### config.mk
export PLATFORM = sky130hd
export DESIGN_NAME = pointer_position_tracker
export DESIGN_NICKNAME = d
export VERILOG_FILES = /design/src/design/ppt_pkg.sv /design/src/design/pointer_position_tracker.sv
export SDC_FILE = /design/constraint.sdc
export NUM_CORES = 2
export LEC_CHECK = 0
export ABC_AREA = 1
export BUFFER_PORTS_ARGS = -buffer_cell sky130_fd_sc_hd__buf_2
export CAP_MARGIN = 20
export CORE_ASPECT_RATIO = 1.2
export CORE_MARGIN = 4
export CORE_UTILIZATION = 33
export DETAILED_ROUTE_END_ITERATION = 12
export PLACE_DENSITY = 0.53
export SKIP_LAST_GASP = 1
export SYNTH_ARGS = -nofsm -noshare
export SYNTH_HDL_FRONTEND = slang
export SYNTH_SLANG_ARGS = --single-unit
### constraint.sdc
create_clock -name i_clk -period 14.62 [get_ports i_clk]
set_input_delay 1.462 -clock i_clk [delete_from_list [all_inputs] [get_ports i_clk]]
set_output_delay 1.462 -clock i_clk [all_outputs]
set_load 0.01 [all_outputs]
### src/design/ppt_pkg.sv
// Package for the pointer position tracker: register indexes, cursor
// extents, screen size limits and the size saturation and clamp functions.
// No dependencies.
package ppt_pkg;

    // Register indexes on the configuration port (byte address = 4 * index).
    typedef enum logic {
        REG_SCREEN_WIDTH  = 1'b0,
        REG_SCREEN_HEIGHT = 1'b1
    } t_reg_idx;

    localparam logic [12:0] SCREEN_MIN    = 13'd32;
    localparam logic [12:0] SCREEN_MAX    = 13'd4096;
    localparam logic [12:0] WIDTH_RESET   = 13'd1024;
    localparam logic [12:0] HEIGHT_RESET  = 13'd768;
    localparam logic [11:0] CUR_X_RESET   = 12'd512;
    localparam logic [11:0] CUR_Y_RESET   = 12'd384;

    // Cursor bitmap extents in pixels.
    localparam logic [4:0]  CURSOR_W      = 5'd15;
    localparam logic [4:0]  CURSOR_H      = 5'd19;

    // Fields of one accepted report that stages A to D carry along.
    typedef struct packed {
        logic               is_absolute;
        logic signed [15:0] move_x;
        logic signed [15:0] move_y;
        logic [2:0]         buttons;
    } t_ctl;

    // Register values outside the legal range are used as the nearest limit.
    function automatic logic [12:0] sat_size(input logic [12:0] v);
        logic [12:0] r;
        r = v;
        if (v < SCREEN_MIN) r = SCREEN_MIN;
        if (v > SCREEN_MAX) r = SCREEN_MAX;
        return r;
    endfunction

    // Clamp to at least zero, then pull back so the cursor stays on screen.
    function automatic logic [11:0] clamp_pos(input logic signed [17:0] p,
                                              input logic [12:0]        size,
                                              input logic [4:0]         extent);
        logic [16:0] p0;
        logic [17:0] reach;
        logic [12:0] limit;
        p0    = p[17] ? 17'd0 : p[16:0];
        reach = {1'b0, p0} + {13'd0, extent};
        limit = size - {8'd0, extent};
        if (reach > {5'd0, size}) return limit[11:0];
        return p0[11:0];
    endfunction

endpackage

### src/design/pointer_position_tracker.sv
// Pointer position tracker: scales absolute reports, integrates relative
// motion and keeps a 15x19 cursor on a screen of configured size.
// Depends on ppt_pkg.
//
//  Channel   Direction  Transfer condition             Contents
//  s_axis    in         s_axis_tvalid & s_axis_tready  one mouse report
//  m_axis    out        m_axis_tvalid & m_axis_tready  clamped position, changed
//  APB       in         psel & penable & pwrite        screen width / height
//
// A report reaches the result register through input register, tablet product,
// reciprocal estimate, quotient correction and clamp with cursor state update;
// one report per cycle is sustained while m_axis_tready stays high.
// Reset (synchronous, active low) empties the pipeline, restores the screen size
// registers and centers the cursor. While a result waits, the input keeps taking
// reports until all five stages are full, and then it stalls.
module pointer_position_tracker
    import ppt_pkg::*;
#(
    parameter int ABS_MAX = 32767
) (
    input  logic        i_clk,
    input  logic        i_rst_n,

    // Reports in.
    input  logic        s_axis_tvalid,
    output logic        s_axis_tready,
    // [15:0] raw_x, [31:16] raw_y, [47:32] move_x, [63:48] move_y,
    // [66:64] buttons, [71:67] zero
    input  logic [71:0] s_axis_tdata,
    // [0] is_absolute
    input  logic [0:0]  s_axis_tuser,

    // Results out.
    output logic        m_axis_tvalid,
    input  logic        m_axis_tready,
    // [11:0] pointer_x, [23:12] pointer_y
    output logic [23:0] m_axis_tdata,
    // [0] changed
    output logic [0:0]  m_axis_tuser,

    // Configuration.
    input  logic        psel,
    input  logic        penable,
    input  logic        pwrite,
    input  logic [2:0]  paddr,
    input  logic [31:0] pwdata,
    output logic [31:0] prdata,
    output logic        pready
);

    // Tablet scaling computes floor(r * (size - 1) / ABS_MAX). The product is
    // below 2**P_W, so the reciprocal K = floor(2**P_W / ABS_MAX) gives an
    // estimate that is either exact or one short; a single compare fixes it.
    localparam int P_W   = $clog2(ABS_MAX * 4095 + 1);
    localparam int K_VAL = (2 ** P_W) / ABS_MAX;
    localparam int K_W   = $clog2(K_VAL + 1);
    localparam int PK_W  = P_W + K_W;

    localparam logic [15:0]   ABS_MAX_V = 16'(ABS_MAX);
    localparam logic [P_W-1:0] ABS_MAX_P = P_W'(ABS_MAX);
    localparam logic [PK_W-1:0] K_V      = PK_W'(K_VAL);

    // ------------------------------------------------------------------
    // Configuration registers. The block decodes only the register select
    // bit of the address; the byte offset bits are ignored.
    // ------------------------------------------------------------------
    logic [12:0] r_screen_width;
    logic [12:0] r_screen_height;
    logic        cfg_write;
    t_reg_idx    cfg_idx;

    assign pready    = 1'b1;
    assign cfg_write = psel & penable & pwrite & pready;
    assign cfg_idx   = t_reg_idx'(paddr[2]);

    always_ff @(posedge i_clk) begin
        if (!i_rst_n) begin
            r_screen_width  <= WIDTH_RESET;
            r_screen_height <= HEIGHT_RESET;
        end else if (cfg_write) begin
            unique case (cfg_idx)
                REG_SCREEN_WIDTH:  r_screen_width  <= pwdata[12:0];
                REG_SCREEN_HEIGHT: r_screen_height <= pwdata[12:0];
                default: ;
            endcase
        end
    end

    always_comb begin
        unique case (cfg_idx)
            REG_SCREEN_WIDTH:  prdata = {19'd0, r_screen_width};
            REG_SCREEN_HEIGHT: prdata = {19'd0, r_screen_height};
            default:           prdata = 32'd0;
        endcase
    end

    // Effective screen size. Configuration only changes while the block is
    // idle, a rule on the user that the block itself does not enforce, so every stage uses the live registers.
    logic [12:0] size_w;
    logic [12:0] size_h;
    logic [11:0] size_w_m1;
    logic [11:0] size_h_m1;
    logic [12:0] size_w_dec;
    logic [12:0] size_h_dec;

    assign size_w     = sat_size(r_screen_width);
    assign size_h     = sat_size(r_screen_height);
    assign size_w_dec = size_w - 13'd1;
    assign size_h_dec = size_h - 13'd1;
    assign size_w_m1  = size_w_dec[11:0];
    assign size_h_m1  = size_h_dec[11:0];

    // ------------------------------------------------------------------
    // Pipeline valid bits and the ready chain. A stage takes a new item when
    // it is empty or its current item moves on in the same cycle.
    // ------------------------------------------------------------------
    logic r_a_v, r_b_v, r_c_v, r_d_v, r_e_v;
    logic rdy_a, rdy_b, rdy_c, rdy_d, rdy_e;

    assign rdy_e = !r_e_v || m_axis_tready;
    assign rdy_d = !r_d_v || rdy_e;
    assign rdy_c = !r_c_v || rdy_d;
    assign rdy_b = !r_b_v || rdy_c;
    assign rdy_a = !r_a_v || rdy_b;

    assign s_axis_tready = rdy_a;

    always_ff @(posedge i_clk) begin
        if (!i_rst_n) begin
            r_a_v <= 1'b0;
            r_b_v <= 1'b0;
            r_c_v <= 1'b0;
            r_d_v <= 1'b0;
            r_e_v <= 1'b0;
        end else begin
            if (rdy_a) r_a_v <= s_axis_tvalid;
            if (rdy_b) r_b_v <= r_a_v;
            if (rdy_c) r_c_v <= r_b_v;
            if (rdy_d) r_d_v <= r_c_v;
            if (rdy_e) r_e_v <= r_d_v;
        end
    end

    // ------------------------------------------------------------------
    // Stage A: input register.
    // ------------------------------------------------------------------
    t_ctl        r_a_ctl;
    logic [15:0] r_a_raw_x;
    logic [15:0] r_a_raw_y;

    always_ff @(posedge i_clk) begin
        if (rdy_a) begin
            r_a_raw_x           <= s_axis_tdata[15:0];
            r_a_raw_y           <= s_axis_tdata[31:16];
            r_a_ctl.move_x      <= s_axis_tdata[47:32];
            r_a_ctl.move_y      <= s_axis_tdata[63:48];
            r_a_ctl.buttons     <= s_axis_tdata[66:64];
            r_a_ctl.is_absolute <= s_axis_tuser[0];
        end
    end

    // ------------------------------------------------------------------
    // Stage B: saturate the tablet coordinates and multiply by size - 1.
    // ------------------------------------------------------------------
    logic [15:0]    sat_x;
    logic [15:0]    sat_y;
    logic [P_W-1:0] n_b_prod_x;
    logic [P_W-1:0] n_b_prod_y;
    t_ctl           r_b_ctl;
    logic [P_W-1:0] r_b_prod_x;
    logic [P_W-1:0] r_b_prod_y;

    assign sat_x      = (r_a_raw_x > ABS_MAX_V) ? ABS_MAX_V : r_a_raw_x;
    assign sat_y      = (r_a_raw_y > ABS_MAX_V) ? ABS_MAX_V : r_a_raw_y;
    assign n_b_prod_x = P_W'(28'(sat_x) * 28'(size_w_m1));
    assign n_b_prod_y = P_W'(28'(sat_y) * 28'(size_h_m1));

    always_ff @(posedge i_clk) begin
        if (rdy_b) begin
            r_b_ctl    <= r_a_ctl;
            r_b_prod_x <= n_b_prod_x;
            r_b_prod_y <= n_b_prod_y;
        end
    end

    // ------------------------------------------------------------------
    // Stage C: quotient estimate by the reciprocal of ABS_MAX.
    // ------------------------------------------------------------------
    logic [PK_W-1:0] recip_x;
    logic [PK_W-1:0] recip_y;
    t_ctl            r_c_ctl;
    logic [P_W-1:0]  r_c_prod_x;
    logic [P_W-1:0]  r_c_prod_y;
    logic [11:0]     r_c_est_x;
    logic [11:0]     r_c_est_y;

    assign recip_x = PK_W'(r_b_prod_x) * K_V;
    assign recip_y = PK_W'(r_b_prod_y) * K_V;

    always_ff @(posedge i_clk) begin
        if (rdy_c) begin
            r_c_ctl    <= r_b_ctl;
            r_c_prod_x <= r_b_prod_x;
            r_c_prod_y <= r_b_prod_y;
            r_c_est_x  <= recip_x[P_W +: 12];
            r_c_est_y  <= recip_y[P_W +: 12];
        end
    end

    // ------------------------------------------------------------------
    // Stage D: the estimate is at most one short; add one when the
    // remainder still reaches ABS_MAX.
    // ------------------------------------------------------------------
    logic [P_W-1:0] rem_x;
    logic [P_W-1:0] rem_y;
    t_ctl           r_d_ctl;
    logic [11:0]    r_d_q_x;
    logic [11:0]    r_d_q_y;

    assign rem_x = r_c_prod_x - P_W'(P_W'(r_c_est_x) * ABS_MAX_P);
    assign rem_y = r_c_prod_y - P_W'(P_W'(r_c_est_y) * ABS_MAX_P);

    always_ff @(posedge i_clk) begin
        if (rdy_d) begin
            r_d_ctl <= r_c_ctl;
            r_d_q_x <= r_c_est_x + 12'(rem_x >= ABS_MAX_P);
            r_d_q_y <= r_c_est_y + 12'(rem_y >= ABS_MAX_P);
        end
    end

    // ------------------------------------------------------------------
    // Stage E: pick the absolute or relative position, clamp it, update the
    // cursor state and load the result register. Vertical motion is
    // subtracted because positive move_y points up.
    // ------------------------------------------------------------------
    logic [11:0]        r_cur_x;
    logic [11:0]        r_cur_y;
    logic [2:0]         r_last_buttons;
    logic signed [17:0] pos_x;
    logic signed [17:0] pos_y;
    logic [11:0]        n_cur_x;
    logic [11:0]        n_cur_y;
    logic               n_changed;
    logic               take_d;
    logic [11:0]        r_out_x;
    logic [11:0]        r_out_y;
    logic               r_out_changed;

    assign take_d = r_d_v && rdy_e;

    always_comb begin
        if (r_d_ctl.is_absolute) begin
            pos_x     = $signed({6'd0, r_d_q_x});
            pos_y     = $signed({6'd0, r_d_q_y});
            n_changed = 1'b1;
        end else begin
            pos_x     = $signed({6'd0, r_cur_x}) + 18'(r_d_ctl.move_x);
            pos_y     = $signed({6'd0, r_cur_y}) - 18'(r_d_ctl.move_y);
            n_changed = (r_d_ctl.move_x != 16'sd0) || (r_d_ctl.move_y != 16'sd0)
                        || (r_d_ctl.buttons != r_last_buttons);
        end
        n_cur_x = clamp_pos(pos_x, size_w, CURSOR_W);
        n_cur_y = clamp_pos(pos_y, size_h, CURSOR_H);
    end

    always_ff @(posedge i_clk) begin
        if (!i_rst_n) begin
            r_cur_x        <= CUR_X_RESET;
            r_cur_y        <= CUR_Y_RESET;
            r_last_buttons <= 3'd0;
        end else if (take_d) begin
            r_cur_x <= n_cur_x;
            r_cur_y <= n_cur_y;
            if (n_changed) r_last_buttons <= r_d_ctl.buttons;
        end
    end

    always_ff @(posedge i_clk) begin
        if (take_d) begin
            r_out_x       <= n_cur_x;
            r_out_y       <= n_cur_y;
            r_out_changed <= n_changed;
        end
    end

    assign m_axis_tvalid   = r_e_v;
    assign m_axis_tdata    = {r_out_y, r_out_x};
    assign m_axis_tuser[0] = r_out_changed;

endmodule
==> flow_summary.toml <==
[synth]
async_flop_share_pct = 0
synth_seq_cells = 391
ys_top_cells_by_count = "inv_1 (908), nand2_1 (808), fa_1 (461)"
synth.most_common_cell = "inv_1"
netlist.area_leader.share_pct = 26.1
syn_avg_cell_area_um2 = 9.05
netlist_instances = 4236
synthDistinctLibCells = 54
ys_warn_count = 0
yosysTopAreaCell = "edfxtp_1"
netlist_top_cells_area = "edfxtp_1 (26%), fa_1 (24%), ha_1 (11%)"
synthesis.area_um2 = 38300
synth_ff_type = "edfxtp_1"
ys_seq_area_share_pct = 29.1
synth_edf_count = 333

[global_route]
grt_pass1_wl_um = 153000
grt_pass1_vias = 27832
grt.overflow.total = 0
grt_start_max_net_pins = 63
track_usage_pct = 15.7
antenna_found_initial = 2

[floorplanning]
ioPinCount = 175
design.core.area_um2 = 115000
die_width_um = 319
std_cell_rows = 136
start_util_pct = 33.3
die_area_um2 = 122000
die_y_um = 381

[timing]
post-route-period-util_pct = 59.8
tns_ns = 0
max_freq_mhz = 114
worst_pin_slew_ns = 0.998
finClkSkew_ns = 0.0241
hold_violations = 0
slew-limit-headroom_pct = 33.3
setup_viol = 0
fin_crit_ns = 8.75
whs_ns = 0.406
slew_viol_final = 0
rsz0062_at_grt = "false"

[critical_path]
crit_path_start_kind = "flip-flop"
slowest_stage = "fa_1"
cp.arrival_ns = 9.07
end_kind = "flip-flop"
crit_path_frequent_cell = "inv_1"
rrSetupSlack_ns = 5.87
critical_path_class = "reg -> reg"
slowest_delay_ns = 0.54
required_ns = 14.94
worstPathMaxFanout = 14

[clocking]
cts_buffer_depth = 3
post_cts_resized = 0
hold_buffers = 0
clkSinkCount = 391
path_clk_slew_ns = 0.07
cts_setup_buffers = 0
cts_tree = "built"
htreeDepth = 2
clk_latency_ns = 0.58
cts_made_buffers = 42
root_buffer = "clkbuf_16"

[route]
drt_iter0_drc = 1517
drt-vias-per-instance = 4.59
first_pass_iters = 6
drc = 0
wire_per_inst_um = 16.0
vias = 27262
drt_wl_total_um = 94800
antenna_left = 0

[placement]
placed_cell_area_um2 = 40700
numPortBuffers = 128
dp_hpwl_um = 78800
gp_congestion = 0.892

[hold_path]
hp-class = "reg -> reg"

[final_layout]
diodes = 0
drive_gt1_share_pct = 6.81
final_area_um2 = 42100
nNetsFinal = 5305
syn2layout_area_growth_pct = 9.85

[flow_run]
maxCapViolCount = 0

[status]
status = "complete, no violations"
through the flow:
step	utilization (%)	std cells	setup WS, ns
after floorplan	-	4276	6.62
after global placement	35.4	5862	6.04
after detailed placement	35.4	5862	6.03
after CTS	36.6	5940	5.99
after global routing	36.6	5940	5.27
final	36.6	5940	5.87
flip-flops by register name, summed over array words and instances, names as in the netlist, 27 cells and up:
signal	flops
r_c_ctl	36
r_a_ctl	36
r_b_prod_y	27
r_c_prod_x	27
r_b_prod_x	27
r_c_prod_y	27
r_b_ctl	36
r_d_ctl	36
routing by layer:
metal  up-vias  share of wire (%)  GRT usage, %
met5         -              0.013             0
met1     13224                 47          21.9
met4         2                1.7          2.98
met3        77                4.0          1.46
met2       525                 48          26.6
li1      13434                  -             -
placed cells by master (no fill, tap or decap), types with 15 or more instances in the layout:
| cell type | synthesis | layout |
|---|---|---|
| nand2_1 | 808 | 807 |
| nand3b_1 | 15 | 15 |
| fa_1 | 461 | 461 |
| buf_2 | 14 | 128 |
| xnor2_1 | 48 | 48 |
| xor2_1 | 110 | 110 |
| nor2_1 | 380 | 379 |
| inv_1 | 908 | 905 |
| nand4_1 | 47 | 47 |
| a21oi_1 | 163 | 163 |
| o21ai_0 | 121 | 121 |
| clkbuf_16 | 0 | 43 |
| dfxtp_1 | 58 | 58 |
| edfxtp_1 | 333 | 333 |
| nor3_1 | 30 | 30 |
| nand3_1 | 163 | 163 |
| conb_1 | 2 | 42 |
| ha_1 | 341 | 341 |
| clkinv_1 | 17 | 20 |
| nand2_2 | 38 | 38 |
area by class of cell:
cell class | instances | area (µm²)
Fill cell | 11868 | 72900
Multi-Input combinational cell | 2877 | 23400
Sequential cell | 391 | 11200
Timing Repair Buffer | 140 | 731
Clock inverter | 28 | 275
Clock buffer | 50 | 1110
Inverter | 936 | 3520
Tap cell | 1518 | 1900
worst max-delay path: cells and delay by family, from the launching register on:
family,cells,cell delay [ns]
AOI/OAI and AO/OA,5,1.41
adders and majority gates,7,3.06
buffers and inverters,12,1.55
DFF,1,0.39
and+or+nand+nor,17,2.06
cells by family (layout without fill, tap and decap cells):
logic type	Yosys count	in the layout	synth area share, %
compound gates	342	342	4.86
xor+xnor	158	158	3.61
fa+ha+maj	802	802	35.2
buf+inv	1008	1154	10.2
flops	391	391	29.1
other cells	2	42	0.0196
simple gates	1533	1533	17.0
path summary, 6_finish.rpt:
kind / endpoint / cells past startpoint / from
worst max-delay path: r_b_prod_y[26]$_DFFE_PP_ / 41 / r_screen_height[9]$_SDFFE_PN1P_
worst min-delay path: r_c_prod_y[19]$_DFFE_PP_ / 0 / r_b_prod_y[19]$_DFFE_PP_
worst max register to register: r_b_prod_y[26]$_DFFE_PP_ / 41 / r_screen_height[9]$_SDFFE_PN1P_
worst min register to register: r_c_prod_y[19]$_DFFE_PP_ / 0 / r_b_prod_y[19]$_DFFE_PP_
Power is left out: the tool's default activity adds up to more than one toggle a clock period on the data nets, which glitch-free logic cannot reach.
